File: config.mk
export PLATFORM = sky130hd
export DESIGN_NAME = selm_front_flat
export DESIGN_NICKNAME = d
export VERILOG_FILES = /design/src/design/selm_pkg.sv /design/src/design/selm_if.sv /design/src/design/selm_front.sv /design/src/flat_wrapper.sv
export SDC_FILE = /design/constraint.sdc
export NUM_CORES = 1
export LEC_CHECK = 0
export BUFFER_PORTS_ARGS = -buffer_cell sky130_fd_sc_hd__buf_2
export CELL_PAD_IN_SITES_DETAIL_PLACEMENT = 1
export CELL_PAD_IN_SITES_GLOBAL_PLACEMENT = 1
export CORE_MARGIN = 1.5
export CORE_UTILIZATION = 37
export DETAILED_ROUTE_END_ITERATION = 12
export GPL_TIMING_DRIVEN = 0
export PLACE_DENSITY = 0.79
export SLEW_MARGIN = 0
export SYNTH_ARGS = -nofsm -noshare
export SYNTH_HDL_FRONTEND = slang
export SYNTH_SLANG_ARGS = --single-unit
export TNS_END_PERCENT = 1
File: constraint.sdc
create_clock -name clk -period 3.5 [get_ports clk]
set_input_delay 0.7 -clock clk [delete_from_list [all_inputs] [get_ports clk]]
set_output_delay 0.7 -clock clk [all_outputs]
set_load 0.005 [all_outputs]
File: src/design/selm_pkg.sv
// Package for the shared/exclusive lock manager.
// Sizes, codes, item and state types shared by the design files that import it.
package selm_pkg;

  localparam int NUM_ENTRIES  = 8;
  localparam int HOLDER_DEPTH = 16;
  localparam int WAIT_DEPTH   = 8;

  localparam int EW  = (NUM_ENTRIES > 1) ? $clog2(NUM_ENTRIES) : 1;
  localparam int HCW = $clog2(HOLDER_DEPTH + 1);
  localparam int WCW = $clog2(WAIT_DEPTH + 1);
  localparam int IW  = (HCW > WCW) ? HCW : WCW;
  localparam int HAW = (NUM_ENTRIES * HOLDER_DEPTH > 1) ?
                       $clog2(NUM_ENTRIES * HOLDER_DEPTH) : 1;
  localparam int WAW = (NUM_ENTRIES * WAIT_DEPTH > 1) ?
                       $clog2(NUM_ENTRIES * WAIT_DEPTH) : 1;
  localparam int RMW = $clog2(WAIT_DEPTH + 3);

  typedef logic [15:0] id_t;

  typedef enum logic [2:0] {
    CMD_SLOCK   = 3'd0,
    CMD_SREG    = 3'd1,
    CMD_SUNLOCK = 3'd2,
    CMD_XLOCK   = 3'd3,
    CMD_XUNLOCK = 3'd4,
    CMD_ABORT   = 3'd5
  } cmd_t;

  typedef enum logic [2:0] {
    EV_GRANTED    = 3'd0,
    EV_QUEUED     = 3'd1,
    EV_IGNORED    = 3'd2,
    EV_EXEMPT     = 3'd3,
    EV_TABLE_FULL = 3'd4,
    EV_QUEUE_FULL = 3'd5,
    EV_WAKE       = 3'd6,
    EV_ABORTED    = 3'd7
  } ev_t;

  // command class assigned by the front end
  typedef enum logic [2:0] {
    K_EXEMPT, K_IGNORE, K_SLOCK, K_SREG, K_SUNLOCK, K_XLOCK, K_XUNLOCK, K_ABORT
  } kind_t;

  typedef struct packed {
    kind_t kind;
    id_t   id;
    id_t   lk;
  } item_t;

  typedef enum logic [1:0] {L_HOLD, L_EXW, L_SHW} lst_t;

  typedef enum logic [4:0] {
    S_IDLE, S_DISP, S_DEC, S_ACK, S_SCAN_RD, S_SCAN_CHK, S_SCAN_DONE,
    S_SH_RD, S_SH_WR, S_XPOP, S_XPOP_RD, S_XPOP_W, S_MV, S_MV_RD, S_MV_WR,
    S_AB_S, S_AB_E, S_FREE
  } state_t;

endpackage

File: src/design/selm_if.sv
// Channel interfaces of the lock manager: command, result, configuration.
// Stand-alone; no package needed.
interface selm_in_if;
  logic        valid;
  logic        ready;
  logic [2:0]  cmd;
  logic [15:0] msg_id;
  logic [15:0] lock_name;
  modport source(output valid, cmd, msg_id, lock_name, input ready);
  modport sink(input valid, cmd, msg_id, lock_name, output ready);
endinterface


interface selm_cfg_if;
  logic        valid;
  logic        ready;
  logic [15:0] data;
  modport source(output valid, data, input ready);
  modport sink(input valid, data, output ready);
endinterface

File: src/design/selm_front.sv
// Front end: exempt-name register, command classification, two-deep queue.
// Uses selm_pkg and the channel interfaces.
module selm_front import selm_pkg::*; (
  input  logic       clk,
  input  logic       rst_n,
  selm_in_if.sink    in_ch,
  selm_cfg_if.sink   cfg_ch,
  output logic       q_valid,
  output item_t      q_item,
  input  logic       q_ready
);

  id_t        exempt_r;
  item_t      buf_r [2];
  logic       wp_r, rp_r;
  logic [1:0] cnt_r;
  item_t      cls;
  logic       push, pop;

  assign cfg_ch.ready = 1'b1;
  assign in_ch.ready  = (cnt_r != 2'd2);
  assign q_valid      = (cnt_r != 2'd0);
  assign q_item       = buf_r[rp_r];
  assign push         = in_ch.valid && in_ch.ready;
  assign pop          = q_valid && q_ready;

  always_comb begin
    cls.id = in_ch.msg_id;
    cls.lk = in_ch.lock_name;
    unique case (in_ch.cmd)
      CMD_SLOCK:   cls.kind = (in_ch.lock_name == exempt_r) ? K_EXEMPT : K_SLOCK;
      CMD_SREG:    cls.kind = (in_ch.lock_name == exempt_r) ? K_EXEMPT : K_SREG;
      CMD_SUNLOCK: cls.kind = (in_ch.lock_name == exempt_r) ? K_EXEMPT : K_SUNLOCK;
      CMD_XLOCK:   cls.kind = (in_ch.msg_id == '0) ? K_IGNORE : K_XLOCK;
      CMD_XUNLOCK: cls.kind = (in_ch.msg_id == '0) ? K_IGNORE : K_XUNLOCK;
      CMD_ABORT:   cls.kind = K_ABORT;
      default:     cls.kind = K_IGNORE;
    endcase
  end

  always_ff @(posedge clk) begin
    if (!rst_n) begin
      exempt_r <= '0;
      wp_r     <= 1'b0;
      rp_r     <= 1'b0;
      cnt_r    <= '0;
    end else begin
      if (cfg_ch.valid) begin
        exempt_r <= cfg_ch.data;
      end
      if (push) begin
        wp_r <= ~wp_r;
      end
      if (pop) begin
        rp_r <= ~rp_r;
      end
      cnt_r <= cnt_r + {1'b0, push} - {1'b0, pop};
    end
  end

  always_ff @(posedge clk) begin
    if (push) begin
      buf_r[wp_r] <= cls;
    end
  end

endmodule

File: src/flat_wrapper.sv
// flat-port wrapper written by rule: the top's interface ports become plain ports
module selm_front_flat import selm_pkg::*;
  (clk, rst_n, q_valid, q_item, q_ready, in_ch_valid, in_ch_cmd, in_ch_msg_id, in_ch_lock_name, in_ch_ready, cfg_ch_valid, cfg_ch_data, cfg_ch_ready);
  selm_in_if in_ch_i ();
  selm_cfg_if cfg_ch_i ();
  input  logic clk;
  input  logic rst_n;
  output logic q_valid;
  output item_t q_item;
  input  logic q_ready;
  input wire logic [$bits(in_ch_i.valid)-1:0] in_ch_valid;
  input wire logic [$bits(in_ch_i.cmd)-1:0] in_ch_cmd;
  input wire logic [$bits(in_ch_i.msg_id)-1:0] in_ch_msg_id;
  input wire logic [$bits(in_ch_i.lock_name)-1:0] in_ch_lock_name;
  output wire logic [$bits(in_ch_i.ready)-1:0] in_ch_ready;
  input wire logic [$bits(cfg_ch_i.valid)-1:0] cfg_ch_valid;
  input wire logic [$bits(cfg_ch_i.data)-1:0] cfg_ch_data;
  output wire logic [$bits(cfg_ch_i.ready)-1:0] cfg_ch_ready;
  assign in_ch_i.valid = in_ch_valid;
  assign in_ch_i.cmd = in_ch_cmd;
  assign in_ch_i.msg_id = in_ch_msg_id;
  assign in_ch_i.lock_name = in_ch_lock_name;
  assign in_ch_ready = in_ch_i.ready;
  assign cfg_ch_i.valid = cfg_ch_valid;
  assign cfg_ch_i.data = cfg_ch_data;
  assign cfg_ch_ready = cfg_ch_i.ready;
  selm_front u_core (.clk(clk), .rst_n(rst_n), .in_ch(in_ch_i), .cfg_ch(cfg_ch_i), .q_valid(q_valid), .q_item(q_item), .q_ready(q_ready));
endmodule
==> results of run 1 <==
final cells by class:
cell class,instances,area share [%]
repair buffers,92,10.6
inverters,5,0.419
plain buffers,9,1.06
clock inverters,5,1.73
flip-flops and latches,91,56.4
clock buffers,11,2.94
multi-input cells,120,23.3
well taps,129,3.61
state kept, by name, indices dropped and copies added, names as in the netlist, named ones only:
name and cells:
u_core.cnt_r 2, u_core.wp_r 1, u_core.exempt_r 16, u_core.rp_r 1
u_core.buf_r 70
critical path, cell delays in order (launching register included):
cell and delay, ns:
dfxtp_1 0.31, buf_2 0.20, buf_2 0.32, mux2_2 0.39, buf_2 0.13
routing by layer:
| metal | part of all wire (%) | wire (microns) | GRT usage (%) | vias to the layer above |
|---|---|---|---|---|
| li1 | - | - | - | 1031 |
| met1 | 41 | 3090 | 16.3 | 1063 |
| met2 | 52 | 3930 | 28.5 | 69 |
| met3 | 6.2 | 467 | 3.49 | 8 |
| met4 | 1.1 | 81 | 5.69 | 0 |
| met5 | 0 | 0 | 0 | - |
power breakdown:
| group | internal [mW] | switching (mW) | total [mW] |
|---|---|---|---|
| Clock | 0.401 | 0.345 | 0.746 |
| Combinational | 0.348 | 0.322 | 0.670 |
| Sequential | 1.32 | 0.0419 | 1.36 |
cells by family (layout without fill, tap and decap cells):
group                      count (synthesis)  in the layout
and+or+nand+nor                           41             41
other                                      1              1
DFF                                       91             91
xor gates and xnor gates                  19             19
buffers and inverters                     14            122
AOI/OAI and AO/OA                          6              6
muxes                                     51             51
adders and majority gates                  2              2
stage by stage:
step | power (mW) | hold WS, ns | utilization, % | setup slack (ns)
floorplan | 1.78 | 0.503 | - | 0.796
global placement | 2.05 | 0.516 | 45.2 | -0.271
detailed placement | 2.08 | 0.530 | 45.5 | 1.27
CTS | 2.82 | 0.540 | 47.8 | 1.05
global route | 2.92 | 0.546 | 47.8 | 1.03
finish | 2.78 | 0.541 | 47.8 | 1.11
synthesized netlist by cell type, drive strengths merged:
| cell | number | area, sq um |
|---|---|---|
| edfxtp | 70 | 2100 |
| mux2 | 35 | 394 |
| dfxtp | 21 | 420 |
| nor2b | 18 | 113 |
| mux2i | 16 | 160 |
| xor2 | 16 | 140 |
| nor4 | 8 | 50.1 |
| buf | 7 | 40.0 |
| inv | 5 | 18.8 |
| nor2 | 5 | 18.8 |
| and2 | 4 | 25.0 |
| xnor2 | 3 | 26.3 |
| clkbuf | 2 | 7.51 |
| ha | 2 | 25.0 |
| nand2 | 2 | 7.51 |
| nand4 | 2 | 12.5 |
| a211oi | 1 | 7.51 |
| a22oi | 1 | 7.51 |
| and3 | 1 | 6.26 |
| conb | 1 | 3.75 |
| o211ai | 1 | 7.51 |
| o21a | 1 | 7.51 |
| o21ai | 1 | 5.00 |
| o32ai | 1 | 8.76 |
| or2 | 1 | 6.26 |
final timing paths:
| check | from | to | slack [ns] | cells after the start |
|---|---|---|---|---|
| max reg2reg | u_core.cnt_r[1] | u_core.cnt_r[1] | 1.68 | 8 |
| min | u_core.exempt_r[15] | u_core.exempt_r[15] | 0.54 | 2 |
| min reg2reg | u_core.exempt_r[15] | u_core.exempt_r[15] | 0.54 | 2 |
| max | flop | q_item[12] | 1.11 | 4 |
==> results.tsv, run 1 <==
stage	metric	value	unit
run_status	outcome	finished clean	
layout	commonest cells after routing, fill and taps aside	96 x buf_2, 70 x edfxtp_1, 35 x mux2_2, 21 x dfxtp_1, 18 x nor2b_1	
grt	initial antenna violation count	0	
worst_setup_path	crit path kind	reg2out	
timing	skew final	0.00490	ns
grt	number of global-route vias before repair	2293	
layout	Design Area, Final	4480	sq um
clock_network	Sink Count	91	
power_and_ir_drop	PD cells	621	nW/um^2
grt	grt ovf	0	
clock_network	Hold-fix buffers, CTS	0	
yosys	Synth Warn #	0	
clock_network	CTS tree	yes	
timing	Fmax	419	MHz
die	DIE HEIGHT	102	microns
drt	Detail Route Antenna Nets	0	
drt	DRT iter0 DRCs	23	
layout	Nets	386	
power_and_ir_drop	Max VDD drop	0.234	mV
timing	final hold vios	0	
layout	commonest non-fill, non-tap cell in the layout	buf_2	
timing	RSZ-0062 raised after global routing	no	
place	routability cong.	0.709	
yosys	largest family of logic cells by synthesized area	multiplexers	
yosys	Synth Area in Compound Gates	1.21	%
clock_network	Reg clk slew, reported paths	0.08	ns
drt	Vias	2171	
die	Starting Density	38.6	%
timing	Slew Viols, Final	0	
die	Die Area	10400	sq um
yosys	register area share after synthesis	69.7	%
grt	total track usage	15.1	%
yosys	post-synthesis adder-cell area fraction	0.691	%
yosys	Synth cell types	26	
place	number of I/O port buffers	91	
die	# rows	35	
worst_setup_path	crit path max fanout	10	
place	Placed Cells	446	
die	IO Pins	94	
yosys	#FFs+latches synth	91	
drt	DR pass1 iterations	4	
layout	Multi-input gate area	1040	sq um
grt	first-pass GRT wire length	11500	microns
yosys	xor and xnor fraction of the mapped netlist area	4.60	%
worst_setup_path	Worst EP required	2.80	ns
worst_setup_path	Critical Path End Type	output pin	
place	placement-stage cell area	4270	sq um
timing	min cycle time layout	2.39	ns
run	max cap viols	0	
die	core footprint	9370	sq um
clock_network	clock buffer depth	2	
clock_network	Post-CTS Setup Repair Bufs	0	
layout	share of layout cells above drive strength 1	45.0	%
grt	largest net degree at the start of global routing	36	
yosys	simple-gate share of the synthesized area	6.60	%
place	Post-DP HPWL	5640	microns
clock_network	cts bufs inserted	9	
yosys	Synth Net Count	283	
clock_network	Post-CTS Resized	0	
worst_setup_path	crit path DAT	1.69	ns
yosys	mux contribution to synthesized area	15.3	%
drt	WL final	7570	microns
hold_path	min-delay worst type	reg2reg	
layout	fillers	1012	
die	Die Wd	102	microns
timing	Final period util	68.2	%
yosys	cells after synthesis	225	
drt	DR vias/cell	4.70	
drt	drt drc	0	
worst_setup_path	Worst setup SP type	flop	
yosys	Synth Cell Area	3620	sq um
clock_network	Root Buffer	clkbuf_8	
power_and_ir_drop	leak pwr	1.78	nW
timing	Tightest Pin Transition	0.909	ns
timing	Setup TNS Final	0	ns
layout	Area Growth Syn to Fin	23.6	%
layout	n_diodes	0	
layout	register area	2520	sq um
clock_network	htree depth	3	
timing	setup violators final	0	
clock_network	Worst-Skew Late Latency	0.34	ns
yosys	syn avg cell area	16.1	sq um
layout	post-route insts no fill	462	
timing	Slew headroom	39.4	%
drt	wire length per cell	16.4	microns
No activity file was read; power rests on OpenSTA's default activity.
==> inputs of run 2 (changes only) <==
- ABC_AREA: default -> 1
- PLACE_DENSITY: 0.79 -> 0.8
- clock period: 3.5 -> 2.4 ns (I/O delays scaled with it)
==> results.tsv, run 2 <==
stage	metric	value	unit
run_status	outcome	finished clean	
yosys	top_reg_cell synth	edfxtp_1	
yosys	register area share after synthesis	64.4	%
die	Starting Density	38.1	%
layout	share of layout cells above drive strength 1	35.2	%
hold_path	min-delay worst type	in2reg	
clock_network	CTS tree	yes	
worst_setup_path	CP max stage delay	0.34	ns
grt	total track usage	15.8	%
timing	final hold vios	0	
worst_setup_path	flop-to-flop setup slack	0.77	ns
clock_network	Worst-Skew Late Latency	0.35	ns
layout	commonest cells after routing, fill and taps aside	92 x buf_2, 70 x edfxtp_1, 62 x nand2_1, 52 x nor2_1, 37 x inv_1	
drt	WL final	8470	microns
timing	Setup TNS Final	0	ns
layout	commonest non-fill, non-tap cell in the layout	buf_2	
yosys	area share of the leading cell type in the synthesized netlist	53.6	%
grt	largest net degree at the start of global routing	30	
drt	DR pass1 iterations	6	
clock_network	Post-CTS Setup Repair Bufs	0	
layout	n_diodes	0	
clock_network	cts bufs inserted	9	
grt	number of global-route vias before repair	2856	
worst_setup_path	origin of the critical flop-to-flop path	u_core.cnt_r[0]	
timing	Slew Viols, Final	0	
clock_network	htree depth	3	
yosys	cells after synthesis	331	
yosys	cell taking the most area after synthesis	edfxtp_1	
yosys	Synth Net Count	389	
clock_network	Root Buffer	clkbuf_8	
timing	min cycle time layout	2.00	ns
layout	Nets	493	
clock_network	clock buffer depth	2	
die	core footprint	10300	sq um
power_and_ir_drop	PD cells	863	nW/um^2
timing	skew final	0.0127	ns
die	# rows	37	
timing	setup violators final	0	
yosys	#FFs+latches synth	91	
worst_setup_path	crit path max fanout	10	
yosys	most frequent cell after synthesis	edfxtp_1	
yosys	Synth Area in Compound Gates	4.09	%
worst_setup_path	most frequent CP cell	buf_6	
worst_setup_path	Worst EP required	1.92	ns
worst_setup_path	CP max-delay cell	dfxtp_1	
worst_setup_path	CP top delay family	buffers and inverters	
yosys	EDFF count, synth	70	
clock_network	Reg clk slew, reported paths	0.09	ns
grt	grt ovf	0	
drt	DR vias/cell	4.62	
die	Die Area	11200	sq um
yosys	Synth cell types	23	
place	Post-DP HPWL	6320	microns
place	routability cong.	0.715	
power_and_ir_drop	total power draw	4.16	mW
worst_setup_path	crit path DAT	1.52	ns
layout	largest registers	u_core.buf_r: 70 flops, u_core.exempt_r: 16 flops, u_core.cnt_r: 2 flops	
timing	RSZ-0062 raised after global routing	no	
worst_setup_path	Buffers & Inverters on Critical Path	3	
yosys	mux contribution to synthesized area	12.9	%
yosys	Synth Cell Area	3920	sq um
drt	drt drc	0	
yosys	xor and xnor fraction of the mapped netlist area	0.223	%
worst_setup_path	Critical Path End Type	output pin	
drt	DRT iter0 DRCs	59	
grt	initial antenna violation count	0	
yosys	largest family of logic cells by synthesized area	multiplexers	
drt	Vias	2659	
worst_setup_path	Critical Path, Cell by Cell	buf_6, buf_6, mux2_4, buf_2	
clock_network	Sink Count	91	
clock_network	Hold-fix buffers, CTS	0	
power_and_ir_drop	Max VDD drop	0.399	mV
worst_setup_path	Worst setup SP type	flop	
die	DIE HEIGHT	106	microns
yosys	simple-gate share of the synthesized area	12.1	%
hold_path	hold_sp	in_ch_msg_id[2]	
timing	Fmax	500	MHz
clock_network	Post-CTS Resized	0	
drt	wire length per cell	14.7	microns
layout	Top reg by flops	u_core.buf_r	
yosys	post-synthesis adder-cell area fraction	0.639	%
layout	Area Growth Syn to Fin	23.0	%
run	max cap viols	0	
place	number of I/O port buffers	91	
timing	Final period util	83.4	%
yosys	syn avg cell area	11.8	sq um
yosys	largest cells by area after synthesis	edfxtp_1 54%, mux2_4 11%, dfxtp_1 11%	
die	Die Wd	106	microns
worst_setup_path	crit path kind	reg2out	
yosys	Post-synth top cells	70 x edfxtp_1, 62 x nand2_1, 54 x nor2_1	
layout	number of flip-flops in the largest register	70	
die	IO Pins	94	
power_and_ir_drop	leak pwr	2.11	nW
grt	first-pass GRT wire length	13600	microns
yosys	Async S/R FF share, synth	0	%
yosys	Synth Warn #	0	
layout	fillers	1153	
drt	Detail Route Antenna Nets	0	
-- run 2: cell types whose count changed after synthesis, sizes merged, moves of 4 or more --
cell   change
nand2     +60
nor2b     -18
a21oi     +13
mux2i     -16
and2       -4
o21ai     +18
inv       +33
nor2      +51
xor2      -16
nor4       -8
-- run 2: stage by stage --
stage	hold slack [ns]	setup WS, ns	cell area, sq um	instances	utilization [%]
after floorplan	0.426	-0.0775	3920	331	-
after CTS	0.311	0.355	4820	576	46.9
after detailed placement	0.453	0.668	4600	560	44.8
after global placement	0.437	-1.06	4550	558	44.2
after global routing	0.322	0.337	4820	576	46.9
final	0.325	0.399	4820	576	46.9
-- run 2: final cells by class --
| type | count | area (sq um) | share of cell area, % |
|---|---|---|---|
| Tap cell | 136 | 170 | 3.53 |
| Timing Repair Buffer | 93 | 495 | 10.3 |
| Sequential cell | 91 | 2520 | 52.3 |
| Buffer | 9 | 76.3 | 1.58 |
| Clock buffer | 12 | 145 | 3.01 |
| Multi-Input combinational cell | 193 | 1190 | 24.7 |
| Clock inverter | 4 | 75.1 | 1.56 |
| Inverter | 38 | 143 | 2.96 |
-- run 2: worst reg2reg max path, stage by stage (launching register included) --
cell,delay (ns)
dfxtp_1,0.30
inv_1,0.09
nand2_1,0.08
nand2_1,0.06
inv_1,0.08
ha_1,0.29
inv_1,0.04
ha_1,0.19
xnor2_1,0.19
o21ai_0,0.11
a21oi_1,0.13
-- run 2: kinds of logic (layout without fill, tap and decap cells) --
group                      Yosys count  count (layout)
buffers and inverters               47             156
DFF                                 91              91
adders and majority gates            2               2
xor gates and xnor gates             1               1
and+or+nand+nor                    122             122
muxes                               35              35
other                                1               1
AOI/OAI and AO/OA                   32              32
-- run 2: final timing paths --
check                         to  depth (start not counted)
max reg2reg      u_core.cnt_r[1]                         10
min reg2reg  u_core.exempt_r[14]                          2
max                    q_item[5]                          4
min          u_core.buf_r[1][18]                          1
-- run 2: routing by layer --
layer | global-route usage [%] | wire length (microns)
met4 | 5.89 | 146
met1 | 18.2 | 3530
met3 | 3.00 | 403
met5 | 0 | 0
met2 | 28.9 | 4390
-- run 2: power by group --
group	internal [mW]	total, mW	switching (mW)
combinational	0.540	1.04	0.501
clock	0.616	1.13	0.511
sequential	1.93	1.99	0.0633
==> inputs of run 3 (changes only) <==
- clock period: 2.4 -> 1.97 ns (I/O delays scaled with it)
==> results.tsv, run 3 (synthesized netlist as in run 2, its figures left out) <==
stage	metric	value	unit
run_status	outcome	finished clean	
die	DIE HEIGHT	106	microns
hold_path	min-delay worst type	in2reg	
drt	Vias	2658	
clock_network	Worst-Skew Late Latency	0.35	ns
clock_network	htree depth	3	
worst_setup_path	Worst setup SP type	flop	
clock_network	CTS tree	yes	
clock_network	Hold-fix buffers, CTS	0	
grt	total track usage	15.8	%
die	Die Area	11200	sq um
layout	Top reg by flops	u_core.buf_r	
timing	Fmax	528	MHz
drt	DRT iter0 DRCs	59	
drt	drt drc	0	
layout	commonest cells after routing, fill and taps aside	92 x buf_2, 70 x edfxtp_1, 62 x nand2_1, 52 x nor2_1, 37 x inv_1	
run	max cap viols	0	
clock_network	Sink Count	91	
die	Die Wd	106	microns
clock_network	Post-CTS Setup Repair Bufs	0	
layout	number of flip-flops in the largest register	70	
die	IO Pins	94	
grt	initial antenna violation count	0	
timing	final hold vios	0	
timing	Hold Slack	0.239	ns
power_and_ir_drop	total power draw	5.07	mW
timing	min cycle time layout	1.89	ns
layout	share of layout cells above drive strength 1	35.2	%
place	number of I/O port buffers	91	
clock_network	Root Buffer	clkbuf_8	
power_and_ir_drop	Max VDD drop	0.486	mV
power_and_ir_drop	PD cells	1050	nW/um^2
layout	fillers	1152	
place	Placed Cells	560	
grt	first-pass GRT wire length	13600	microns
clock_network	clock buffer depth	2	
die	core footprint	10300	sq um
drt	DR pass1 iterations	6	
timing	RSZ-0062 raised after global routing	no	
drt	WL final	8470	microns
place	routability cong.	0.715	
worst_setup_path	Worst EP required	1.58	ns
grt	largest net degree at the start of global routing	30	
power_and_ir_drop	leak pwr	2.11	nW
layout	n_diodes	0	
worst_setup_path	crit path kind	reg2out	
layout	commonest non-fill, non-tap cell in the layout	buf_2	
timing	Final period util	96.1	%
layout	Area Growth Syn to Fin	23.1	%
grt	number of global-route vias before repair	2856	
worst_setup_path	origin of the critical flop-to-flop path	u_core.cnt_r[0]	
die	Starting Density	38.1	%
clock_network	cts bufs inserted	9	
die	# rows	37	
clock_network	Reg clk slew, reported paths	0.09	ns
place	Post-DP HPWL	6320	microns
drt	DR vias/cell	4.61	
clock_network	Post-CTS Resized	0	
worst_setup_path	Critical Path End Type	output pin	
timing	setup violators final	0	
worst_setup_path	crit path max fanout	10	
timing	Slew Viols, Final	0	
layout	post-route insts no fill	576	
drt	Detail Route Antenna Nets	0	
layout	largest registers	u_core.buf_r: 70 flops, u_core.exempt_r: 16 flops, u_core.cnt_r: 2 flops	
worst_setup_path	crit path DAT	1.50	ns
drt	wire length per cell	14.7	microns
hold_path	hold_sp	in_ch_msg_id[2]	
grt	grt ovf	0	
timing	skew final	0.0127	ns
layout	Nets	493	
[run 3: cell counts in the layout (fill, tap and decap cells not counted)]
No cell type changed its count.
[run 3: worst paths after layout]
path	end	slack, ns	cells past startpoint
worst max register to register	u_core.cnt_r[1]	0.34	10
worst min register to register	u_core.exempt_r[14]	0.48	2
worst min-delay path	u_core.buf_r[1][18]	0.24	1
worst max-delay path	q_item[32]	0.08	4
[run 3: report_power, final]
group	total [mW]	switching (mW)	internal [mW]
sequential	2.42	0.0771	2.35
clock	1.37	0.622	0.751
combinational	1.27	0.611	0.663
total	5.07	1.31	3.76
[run 3: cell type report]
cell class	instances	area, sq um	share of cell area (%)
Inverter	38	143	2.96
Multi-Input combinational cell	193	1190	24.7
Clock inverter	4	75.1	1.56
Clock buffer	12	145	3.01
Timing Repair Buffer	93	495	10.3
Buffer	9	80.1	1.66
Sequential cell	91	2520	52.3
Tap cell	136	170	3.53
[run 3: metal layers]
metal	global-route usage [%]	part of all wire, %
met3	3.00	4.8
met4	5.89	1.7
met2	28.9	52
met1	18.2	42
met5	0	0
[run 3: critical path, stage by stage, from the launching register on]
cell and delay (ns):
dfxtp_1 0.34, buf_6 0.16, buf_6 0.19, mux2_4 0.32, buf_2 0.13
[run 3: per-stage QoR]
| step | worst slack [ns] | area (sq um) | TNS [ns] | util [%] |
|---|---|---|---|---|
| after floorplan | -0.460 | 3920 | -16.09 | - |
| after global placement | -1.40 | 4550 | -66.52 | 44.2 |
| after detailed placement | 0.324 | 4600 | 0 | 44.8 |
| after CTS | 0.0113 | 4820 | 0 | 46.9 |
| after global routing | 0.0125 | 4820 | 0 | 46.9 |
| final | 0.0759 | 4820 | 0 | 46.9 |
